File: config.mk
export PLATFORM = sky130hd
export DESIGN_NAME = multilevel_feedback_queue_scheduler_core
export DESIGN_NICKNAME = d
export VERILOG_FILES = /design/src/mfqs_pkg.sv /design/src/multilevel_feedback_queue_scheduler_core.sv
export SDC_FILE = /design/constraint.sdc
export NUM_CORES = 1
export LEC_CHECK = 0
export BUFFER_PORTS_ARGS = -buffer_cell sky130_fd_sc_hd__buf_4
export CORE_MARGIN = 4
export CORE_UTILIZATION = 35
export DETAILED_ROUTE_END_ITERATION = 16
export GPL_ROUTABILITY_DRIVEN = 1
export GPL_TIMING_DRIVEN = 0
export SYNTH_ARGS = -nofsm -noshare
export SYNTH_HDL_FRONTEND = slang
export SYNTH_SLANG_ARGS = --single-unit
File: constraint.sdc
create_clock -name clk -period 8.9 [get_ports clk]
set_clock_uncertainty 0.05 [all_clocks]
set_input_delay 1.335 -clock clk [delete_from_list [all_inputs] [get_ports clk]]
set_output_delay 1.335 -clock clk [all_outputs]
set_load 0.005 [all_outputs]
File: src/mfqs_pkg.sv
package mfqs_pkg;

    localparam int DEF_LEVELS  = 4;
    localparam int DEF_THREADS = 16;

    localparam int OP_W      = 2;
    localparam int ID_W      = 4;
    localparam int ID_SPACE  = 1 << ID_W;
    localparam int LEVEL_W   = 2;
    localparam int ALLOT_W   = 8;
    localparam int NUM_ALLOT = 4;
    localparam int CFG_IDX_W = 2;
    localparam int QC_W      = 5;

    typedef logic [ID_W-1:0]    thread_id_t;
    typedef logic [ALLOT_W-1:0] allot_t;

    typedef enum logic [OP_W-1:0] {
        OP_ADD   = 2'd0,
        OP_TICK  = 2'd1,
        OP_YIELD = 2'd2,
        OP_EXIT  = 2'd3
    } op_t;

    localparam allot_t ALLOT_RESET [NUM_ALLOT] = '{8'd1, 8'd2, 8'd3, 8'd4};

endpackage

File: src/multilevel_feedback_queue_scheduler_core.sv
// Multilevel feedback queue scheduler. Each request (add, tick, yield or exit) yields exactly
// one result carrying the running thread, its level, a switch flag, the number of queued
// threads and an add-rejected flag. A request is registered on acceptance and its result is
// registered from it once the result side is not stalled, and a new request can be accepted
// every cycle while the result side is not stalled; a single combinational pass pushes onto
// a level's linked list and pops the head of the lowest-numbered non-empty level for each
// result. Allotment registers may only be written while no request is in flight.
module multilevel_feedback_queue_scheduler_core
#(
    parameter int LEVELS  = mfqs_pkg::DEF_LEVELS,
    parameter int THREADS = mfqs_pkg::DEF_THREADS
)
(
    input  logic                        clk,
    input  logic                        rst_n,

    input  logic                        cfg_write,
    input  logic [mfqs_pkg::CFG_IDX_W-1:0] cfg_index,
    input  logic [mfqs_pkg::ALLOT_W-1:0]   cfg_data,

    input  logic                        in_valid,
    output logic                        in_stall,
    input  logic [mfqs_pkg::OP_W-1:0]   operation,
    input  logic [mfqs_pkg::ID_W-1:0]   thread_id,

    output logic                        out_valid,
    input  logic                        out_stall,
    output logic                        running_valid,
    output logic [mfqs_pkg::ID_W-1:0]   running_id,
    output logic [mfqs_pkg::LEVEL_W-1:0] running_level,
    output logic                        switched,
    output logic [mfqs_pkg::QC_W-1:0]   queued_count,
    output logic                        add_rejected
);
    import mfqs_pkg::*;

    localparam int LIDX_W = $clog2(LEVELS);
    localparam int CNT_W  = $clog2(THREADS + 1);

    typedef logic [LIDX_W-1:0] lidx_t;
    typedef logic [CNT_W-1:0]  cnt_t;

    // configuration
    allot_t allot_reg [NUM_ALLOT];

    // queue state
    thread_id_t link_reg [ID_SPACE];
    thread_id_t head_reg [LEVELS];
    thread_id_t tail_reg [LEVELS];
    cnt_t       size_reg [LEVELS];
    cnt_t       total_reg;
    logic       cur_valid_reg;
    thread_id_t cur_id_reg;
    lidx_t      cur_level_reg;
    allot_t     run_ticks_reg;

    // request register
    logic       s1_valid_reg;
    op_t        s1_op_reg;
    thread_id_t s1_tid_reg;

    // result register
    logic             out_valid_reg;
    logic             running_valid_reg;
    thread_id_t       running_id_reg;
    logic [LEVEL_W-1:0] running_level_reg;
    logic             switched_reg;
    logic [QC_W-1:0]  queued_count_reg;
    logic             add_rejected_reg;

    logic in_accept;
    logic adv;

    thread_id_t head_next [LEVELS];
    thread_id_t tail_next [LEVELS];
    cnt_t       size_next [LEVELS];
    cnt_t       total_next;
    logic       cur_valid_next;
    thread_id_t cur_id_next;
    lidx_t      cur_level_next;
    allot_t     run_ticks_next;
    logic       rejected;
    logic       switched_next;
    logic       link_we;
    thread_id_t link_waddr;
    thread_id_t link_wdata;
    cnt_t       size_sum;

    assign adv       = s1_valid_reg && (!out_valid_reg || !out_stall);
    assign in_stall  = s1_valid_reg && !adv;
    assign in_accept = in_valid && !in_stall;

    always_comb
    begin
        allot_t     ticks_inc;
        allot_t     allot_cur;
        lidx_t      demote_lvl;
        logic       push_en;
        lidx_t      push_lvl;
        thread_id_t push_id;
        logic       do_sel;
        logic       sel_found;
        lidx_t      sel_lvl;
        thread_id_t sel_head;
        thread_id_t sel_link;

        head_next      = head_reg;
        tail_next      = tail_reg;
        size_next      = size_reg;
        total_next     = total_reg;
        cur_valid_next = cur_valid_reg;
        cur_id_next    = cur_id_reg;
        cur_level_next = cur_level_reg;
        run_ticks_next = run_ticks_reg;
        rejected       = 1'b0;
        link_we        = 1'b0;
        link_waddr     = '0;
        link_wdata     = '0;
        push_en        = 1'b0;
        push_lvl       = '0;
        push_id        = '0;
        do_sel         = 1'b0;

        ticks_inc  = (run_ticks_reg == '1) ? run_ticks_reg : run_ticks_reg + allot_t'(1);
        allot_cur  = allot_reg[CFG_IDX_W'(cur_level_reg)];
        demote_lvl = (cur_level_reg == lidx_t'(LEVELS - 1)) ? cur_level_reg
                                                            : cur_level_reg + lidx_t'(1);

        if (s1_op_reg == OP_ADD)
        begin
            if ((CNT_W+1)'(total_reg) + (CNT_W+1)'(cur_valid_reg) >= (CNT_W+1)'(THREADS))
            begin
                rejected = 1'b1;
            end
            else
            begin
                push_en  = 1'b1;
                push_lvl = '0;
                push_id  = s1_tid_reg;
            end
        end
        else if (!cur_valid_reg)
        begin
            do_sel = 1'b1;
        end
        else
        begin
            run_ticks_next = ticks_inc;
            if (s1_op_reg == OP_EXIT)
            begin
                do_sel = 1'b1;
            end
            else if (s1_op_reg == OP_YIELD || ticks_inc >= allot_cur)
            begin
                push_en  = 1'b1;
                push_lvl = demote_lvl;
                push_id  = cur_id_reg;
                do_sel   = 1'b1;
            end
        end

        // requeue or add at the tail
        if (push_en)
        begin
            if (size_next[push_lvl] == '0)
            begin
                head_next[push_lvl] = push_id;
            end
            else
            begin
                link_we    = 1'b1;
                link_waddr = tail_reg[push_lvl];
                link_wdata = push_id;
            end
            tail_next[push_lvl] = push_id;
            size_next[push_lvl] = size_next[push_lvl] + cnt_t'(1);
            total_next          = total_next + cnt_t'(1);
        end

        // lowest-numbered non-empty level
        sel_found = 1'b0;
        sel_lvl   = '0;
        for (int l = LEVELS - 1; l >= 0; l--)
        begin
            if (size_next[l] != '0)
            begin
                sel_found = 1'b1;
                sel_lvl   = lidx_t'(l);
            end
        end
        sel_head = head_next[sel_lvl];
        sel_link = (link_we && link_waddr == sel_head) ? link_wdata : link_reg[sel_head];

        if (do_sel)
        begin
            cur_valid_next = 1'b0;
            cur_id_next    = '0;
            cur_level_next = '0;
            run_ticks_next = '0;
            if (sel_found)
            begin
                if (size_next[sel_lvl] > cnt_t'(1))
                begin
                    head_next[sel_lvl] = sel_link;
                end
                size_next[sel_lvl] = size_next[sel_lvl] - cnt_t'(1);
                total_next         = total_next - cnt_t'(1);
                cur_valid_next     = 1'b1;
                cur_id_next        = sel_head;
                cur_level_next     = sel_lvl;
            end
        end

        switched_next = (cur_valid_reg != cur_valid_next)
                        || (cur_valid_next && cur_id_reg != cur_id_next);
    end

    always_ff @(posedge clk or negedge rst_n)
    begin
        if (!rst_n)
        begin
            for (int i = 0; i < NUM_ALLOT; i++)
            begin
                allot_reg[i] <= ALLOT_RESET[i];
            end
            for (int l = 0; l < LEVELS; l++)
            begin
                head_reg[l] <= '0;
                tail_reg[l] <= '0;
                size_reg[l] <= '0;
            end
            total_reg     <= '0;
            cur_valid_reg <= 1'b0;
            cur_id_reg    <= '0;
            cur_level_reg <= '0;
            run_ticks_reg <= '0;
            s1_valid_reg  <= 1'b0;
            out_valid_reg <= 1'b0;
        end
        else
        begin
            if (cfg_write)
            begin
                allot_reg[cfg_index] <= cfg_data;
            end

            if (in_accept)
            begin
                s1_valid_reg <= 1'b1;
            end
            else if (adv)
            begin
                s1_valid_reg <= 1'b0;
            end

            if (adv)
            begin
                out_valid_reg <= 1'b1;
                head_reg      <= head_next;
                tail_reg      <= tail_next;
                size_reg      <= size_next;
                total_reg     <= total_next;
                cur_valid_reg <= cur_valid_next;
                cur_id_reg    <= cur_id_next;
                cur_level_reg <= cur_level_next;
                run_ticks_reg <= run_ticks_next;
            end
            else if (!out_stall)
            begin
                out_valid_reg <= 1'b0;
            end
        end
    end

    // payload registers
    always_ff @(posedge clk)
    begin
        if (in_accept)
        begin
            s1_op_reg  <= op_t'(operation);
            s1_tid_reg <= thread_id;
        end
        if (adv)
        begin
            if (link_we)
            begin
                link_reg[link_waddr] <= link_wdata;
            end
            running_valid_reg <= cur_valid_next;
            running_id_reg    <= cur_valid_next ? cur_id_next : '0;
            running_level_reg <= cur_valid_next ? LEVEL_W'(cur_level_next) : '0;
            switched_reg      <= switched_next;
            queued_count_reg  <= QC_W'(total_next);
            add_rejected_reg  <= rejected;
        end
    end

    assign out_valid     = out_valid_reg;
    assign running_valid = running_valid_reg;
    assign running_id    = running_id_reg;
    assign running_level = running_level_reg;
    assign switched      = switched_reg;
    assign queued_count  = queued_count_reg;
    assign add_rejected  = add_rejected_reg;

    always_comb
    begin
        size_sum = '0;
        for (int l = 0; l < LEVELS; l++)
        begin
            size_sum = size_sum + size_reg[l];
        end
    end

    a_total_matches_levels: assert property (@(posedge clk) disable iff (!rst_n)
        size_sum == total_reg)
        else $error("total queued differs from sum of level sizes");

    a_capacity: assert property (@(posedge clk) disable iff (!rst_n)
        (CNT_W+1)'(total_reg) + (CNT_W+1)'(cur_valid_reg) <= (CNT_W+1)'(THREADS))
        else $error("queued plus running exceeds capacity");

    a_idle_no_ticks: assert property (@(posedge clk) disable iff (!rst_n)
        !cur_valid_reg |-> (run_ticks_reg == '0 && cur_level_reg == '0))
        else $error("tick count or level held with nothing running");

    a_stall_only_when_busy: assert property (@(posedge clk) disable iff (!rst_n)
        in_stall |-> (s1_valid_reg && out_valid_reg))
        else $error("input stalled without a blocked request");

endmodule
After elaboration in Yosys (flattened, before gate mapping)

Memories as Yosys holds them, arrays and structs flattened.
Index checks and enable logic that the tools add are counted.

Register bits after elaboration: 126
Output and inout bits: 16
Memories kept: 1
Bits in writable memories: 64

$lt $le $gt $ge: 10
Reduce and logical (&&, ||, !) cells: 25
Bitwise gates (word level): 4
Equality and inequality tests: 9
Muxes and demuxes: 93
Add/subtract/negate cells: 7

Memory list:

| memory   | words | bits a word | read ports | clocked after memory_dff | wr ports | RTL line                                       | text |
|---|---|---|---|---|---|---|---|
| link_reg | 16    | 4           | 1          | 0                        | 1        | multilevel_feedback_queue_scheduler_core.sv:47 | `thread_id_t link_reg [ID_SPACE];` |

Operator list:

| operator              | count |
|---|---|
| $mux W16              | 5 |
| $mux W4               | 18 |
| $mux W20              | 3 |
| $mux W8               | 7 |
| $bwmux W16            | 3 |
| $mux W5               | 9 |
| $bwmux W20            | 2 |
| $bwmux W32            | 1 |
| $mux W1               | 24 |
| $mux W2               | 11 |
| $bmux W5 S2           | 2 |
| $demux W5 S2          | 2 |
| $reduce_bool A5 Y1    | 4 |
| $bmux W4 S2           | 2 |
| $bmux W8 S2           | 1 |
| $demux W4 S2          | 2 |
| $demux W8 S2          | 1 |
| $ge A3 B3 Y1 const B  | 4 |
| $not A2 Y3            | 4 |
| $add A5 B1 Y5 const B | 2 |
| $sub A5 B1 Y5 const B | 2 |
| $lt A3 B1 Y1 const B  | 3 |
| $add A8 B1 Y8 const B | 1 |
| $eq A8 B8 Y1 const B  | 1 |
| 18 further kinds      | 34 |

Longest topological paths before layout

Depth after elaboration: 33
Gate-level depth with buffers: 35

Worst setup path after synthesis

OpenSTA, ideal clock, no wires.

Path type: flip-flop to flip-flop
Start: register cur_level_reg[1]
End: register head_reg[3] in the netlist's numbering
Path slack: 1.991 ns
Stages on the path, launching flop included: 30
Arrival: 6.776 ns
Cells stage by stage: dfrtp_1 -> clkbuf_1 -> clkbuf_1 -> buf_1 -> mux4_2 -> inv_1 -> ha_1 -> o21ai_1 -> a211o_1 -> o21ba_1 -> buf_6 -> nor2_2 -> mux2_2 -> inv_1 -> ha_1 -> clkbuf_1 -> nand2b_1 -> nand4b_1 -> o32a_1 -> nor4_1 -> a21oi_1 -> o211a_1 -> ha_1 -> inv_1 -> o2111ai_1 -> o2111a_1 -> or4_1 -> o22ai_1 -> a22oi_1 -> o21ai_0

Word-level cells in the longest chain between the ends: 33

RTL lines:

| item                                                                  | RTL line                                        | text |
|---|---|---|
| from (decl)                                                           | multilevel_feedback_queue_scheduler_core.sv:54  | `lidx_t cur_level_reg;` |
| from (signal assigned)                                                | multilevel_feedback_queue_scheduler_core.sv:265 | `cur_level_reg <= cur_level_next;` |
| parallel branches: the longest is 32 deep, another holds $ge A8 B8 Y1 | n/a                                             |  |
| $mux W16 *                                                            | multilevel_feedback_queue_scheduler_core.sv:194 | `if (do_sel)` |
| to (signal assigned)                                                  | multilevel_feedback_queue_scheduler_core.sv:259 | `head_reg <= head_next;` |
| to (decl)                                                             | multilevel_feedback_queue_scheduler_core.sv:48  | `thread_id_t head_reg [LEVELS];` |

Every way passes the cells marked *. The select of a mux whose other input is x is not followed.
A chain may end at the register's enable or synchronous reset.

Worst setup path after layout

Start: register cur_level_reg[1]
End: register head_reg[10] in the netlist's numbering

Same word-level chain as after synthesis.

==> key figures <==
Clocking
  • Clk pin slew, worst setup/hold paths: about 80 ps
  • CTS tree: yes
  • Buffer levels on the longest clock path: 2
  • H-Tree Level Count: 4
  • Post-CTS Setup Bufs: 0
  • CTS root buf: clkbuf_16
  • CTS Hold Bufs: 0
  • Clock latency on the worst-skew pair: 450 ps
  • Num CTS Buffers: 17
  • Clock Sinks: between 150 and 200

Synth
  • Complex-gate fraction of the synthesized area: roughly 17%
  • Fraction of registers with async set/reset: about 56%
  • Syn Inst Count: a little over 1k
  • Ys Warns: 0
  • Largest family of logic cells by synthesized area: compound AO/OA/AOI/OAI gates
  • Syn Area/Cell: between 10 and 15 sq um
  • Simple-gate share of the synthesized area: 15.6%
  • Post-synthesis sequential area ratio: between 40% and 50%
  • Seq cells post-synth: 190
  • Xor/xnor share of the synthesized area: 3.29%
  • Syn Std Cell Area: ~11000 sq um
  • Synth area leader: dfrtp_1
  • Top FF cell, synth: dfrtp_1
  • Multiplexer share of the synthesized area: 10.6%
  • Adder-Cell Fraction of Synth Area: between 1.5 and 2%
  • Post-synth EDFFs: 84
  • Syn Nets: about 1.1k
  • Post-synth top area share: a little under a quarter
  • Unique masters post-synth: between 80 and 90
  • Synth area leaders: dfrtp_1 (24%), edfxtp_1 (24%), nand2_1 (4.8%)

Global routing
  • Total track usage: 18.6%
  • Number of global-route vias before repair: ~8.2k
  • GRT overflow: 0
  • Initial antenna violation count: 0
  • First-pass GRT wire length: about 48000 microns
  • Largest net degree at the start of global routing: ~110

Layout
  • Antenna cells: 0
  • Layout area overhead: 13.3%
  • Share of post-route cells with drive strength above 1: ~16%
  • Nets: 1117
  • Max FFs per register: 64
  • # fillers: 2863

Hold path
  • Hold Crit Class: flop to flop

Drt
  • Total routed wirelength: about 30000 microns
  • Avg WL per Cell: approximately 21 microns
  • DRT antenna net count: 0
  • Number of detailed-route iterations in the first pass: 5
  • Detailed Route Iter0 Violations: between 700 and 800
  • Vias per std cell: between 5 and 6
  • Vias: around 8.5k
  • DRC: 0

Critical path
  • Worst Path Required: 9200 ps
  • Crit path arrival time: ~8700 ps
  • Crit Path Category: flop to flop
  • Critical path's top delay family: compound AO/OA/AOI/OAI gates
  • CP most frequent cell: ha_1
  • Crit-path max cell delay: approximately 440 ps
  • CP max FO: 10
  • Crit path buffers/inverters: 8
  • Crit path launch type: flop
  • Crit path max-delay cell type: dfrtp_1
  • Setup crit end kind: flop

Floorplanning
  • Io pins: 37
  • Starting Density: between 30% and 40%
  • Die Height: 182 microns
  • Core ar.: just under 30000 sq um
  • Die area: between 30000 and 40000 sq um
  • Rows: 63
  • Chip Width: about 180 microns

Timing
  • Final hold vios: 0
  • Relative slew margins: between 10% and 20%
  • Endpoints failing setup: 0
  • Tmin final: between 8000 and 9000 ps
  • Fin crit share: a little over nine tenths
  • Worst-Margin Slew: ~1300 ps
  • Setup WS post-layout: about 460 ps
  • Highest Clock Rate: roughly 120 MHz
  • Hold_ws: around 440 ps
  • Slew Limit Fails: 0
  • RSZ-0062 raised after global routing: false

Power and ir drop
  • Peak supply drop: approximately 0.00016 V
  • Clock share of power: between 10% and 20%
  • Combinational Power Share: 48.2%
  • PD cells: between 300 and 400 nW/um^2
  • NetSw: about 1.7 mW
  • Internal: 2.13 mW
  • Sw frac: between 40 and 50%
  • Reg power frac: 32.0%
  • Leakage power: 4.61 nW

Run
  • Max Cap Viol: 0

Placement
  • Pre-CTS setup slack: -592 ps
  • HPWL after DPL: about 22000 microns
  • Port bufs: 36
  • GPL Wtd Cong: slightly below 1

Outcome
  • Status: finished, final reports clean
cell usage in the layout, fill, tap and decap left out, types with 26 or more instances in the layout:
cell      Yosys  layout
nand2_1     136     136
nor2_1      106     106
dfrtp_1     101     101
edfxtp_1     84      84
a21oi_1      67      66
o21ai_0      44      44
mux2i_1      42      42
mux2_2       41      41
buf_4         2      37
nand3_1      36      36
inv_1        30      30
clkbuf_1     27      26
metrics by stage:
stage	total power, mW	TNS [ps]	cell area [sq um]	instances	util, %
floorplan	2.45	0	10600	1026	-
global placement	3.01	-7090	11300	1452	38.1
detailed placement	3.02	-6820	11300	1452	38.1
CTS	3.78	0	11900	1484	40.1
global route	4.02	0	12000	1484	40.3
finish	3.80	0	12000	1484	40.3
final cells by class:
class	instances	area, sq um	area share (%)
Tap cell	390	488	4.07
Sequential cell	190	5180	43.2
Timing Repair Buffer	37	302	2.52
Multi-Input combinational cell	758	5100	42.6
Inverter	30	113	0.940
Buffer	47	223	1.86
Clock buffer	17	425	3.55
Clock inverter	15	145	1.21
logic make-up (layout without fill, tap and decap cells):
group,count (synthesis),in the layout
compound gates,249,249
xor+xnor,38,38
fa+ha+maj,15,15
buf+inv,78,146
flops,190,190
mux,95,95
simple gates,361,361
routing by layer:
| metal | vias to the layer above | share of wire (%) | global-route usage [%] |
|---|---|---|---|
| met4 | 0 | 3.9 | 8.11 |
| met3 | 80 | 6.9 | 3.63 |
| met2 | 361 | 47 | 29.6 |
| met5 | - | 0 | 0 |
| met1 | 4170 | 43 | 24.6 |
| li1 | 3901 | - | - |
worst min-delay path: stages, from the launching register on:
cell and delay (ps):
dfrtp_1 350, nand2_1 50, o21ai_0 60
cells in the mapped netlist, types with 4 or more instances:
library cell	n
clkbuf_1	27
nand3b_1	5
and2_1	9
nand2b_1	10
inv_1	30
mux4_2	9
mux2_2	41
buf_2	10
a211oi_1	8
a22o_1	6
o21ai_0	44
a21o_1	4
a32oi_1	6
o22ai_1	14
nor2_1	106
nor4_1	6
xor2_1	15
o21a_1	4
ha_1	15
a22oi_1	8
nand2_1	136
o31ai_1	15
a31oi_1	7
edfxtp_1	84
dfrtp_1	101
a221oi_1	9
or3_1	8
a21oi_1	67
buf_1	6
dfstp_2	5
mux2i_1	42
xnor2_1	21
o21ai_1	8
nand4_1	8
nand3_1	36
and3_1	7
nor3_1	10
final timing paths:
path,depth (start not counted),endpoint,slack (ps),startpoint
max in group asynchronous,2,allot_reg[8],7360,rst_n
min reg2reg,2,tail_reg[4],440,tail_reg[4]
min,2,tail_reg[4],440,tail_reg[4]
min in group asynchronous,1,total_reg[1],720,rst_n
max,31,head_reg[10],460,cur_level_reg[1]
max reg2reg,31,head_reg[10],460,cur_level_reg[1]
what timing repair did:
item,in CTS,in global routing
endpoints found under the hold margin,0,0
cloned,0,0
resized for setup,3,8
setup endpoints to repair,21,16
power groups by stage:
stage / Combinational [mW] / Clock (mW) / Sequential [mW]
global route: 1.98 / 0.806 / 1.23
floorplan: 1.26 / 0 / 1.19
detailed placement: 1.79 / 0 / 1.23
finish: 1.83 / 0.755 / 1.22
global placement: 1.78 / 0 / 1.22
CTS: 1.80 / 0.769 / 1.21
Note: power is estimated with default switching activity, not from simulation.
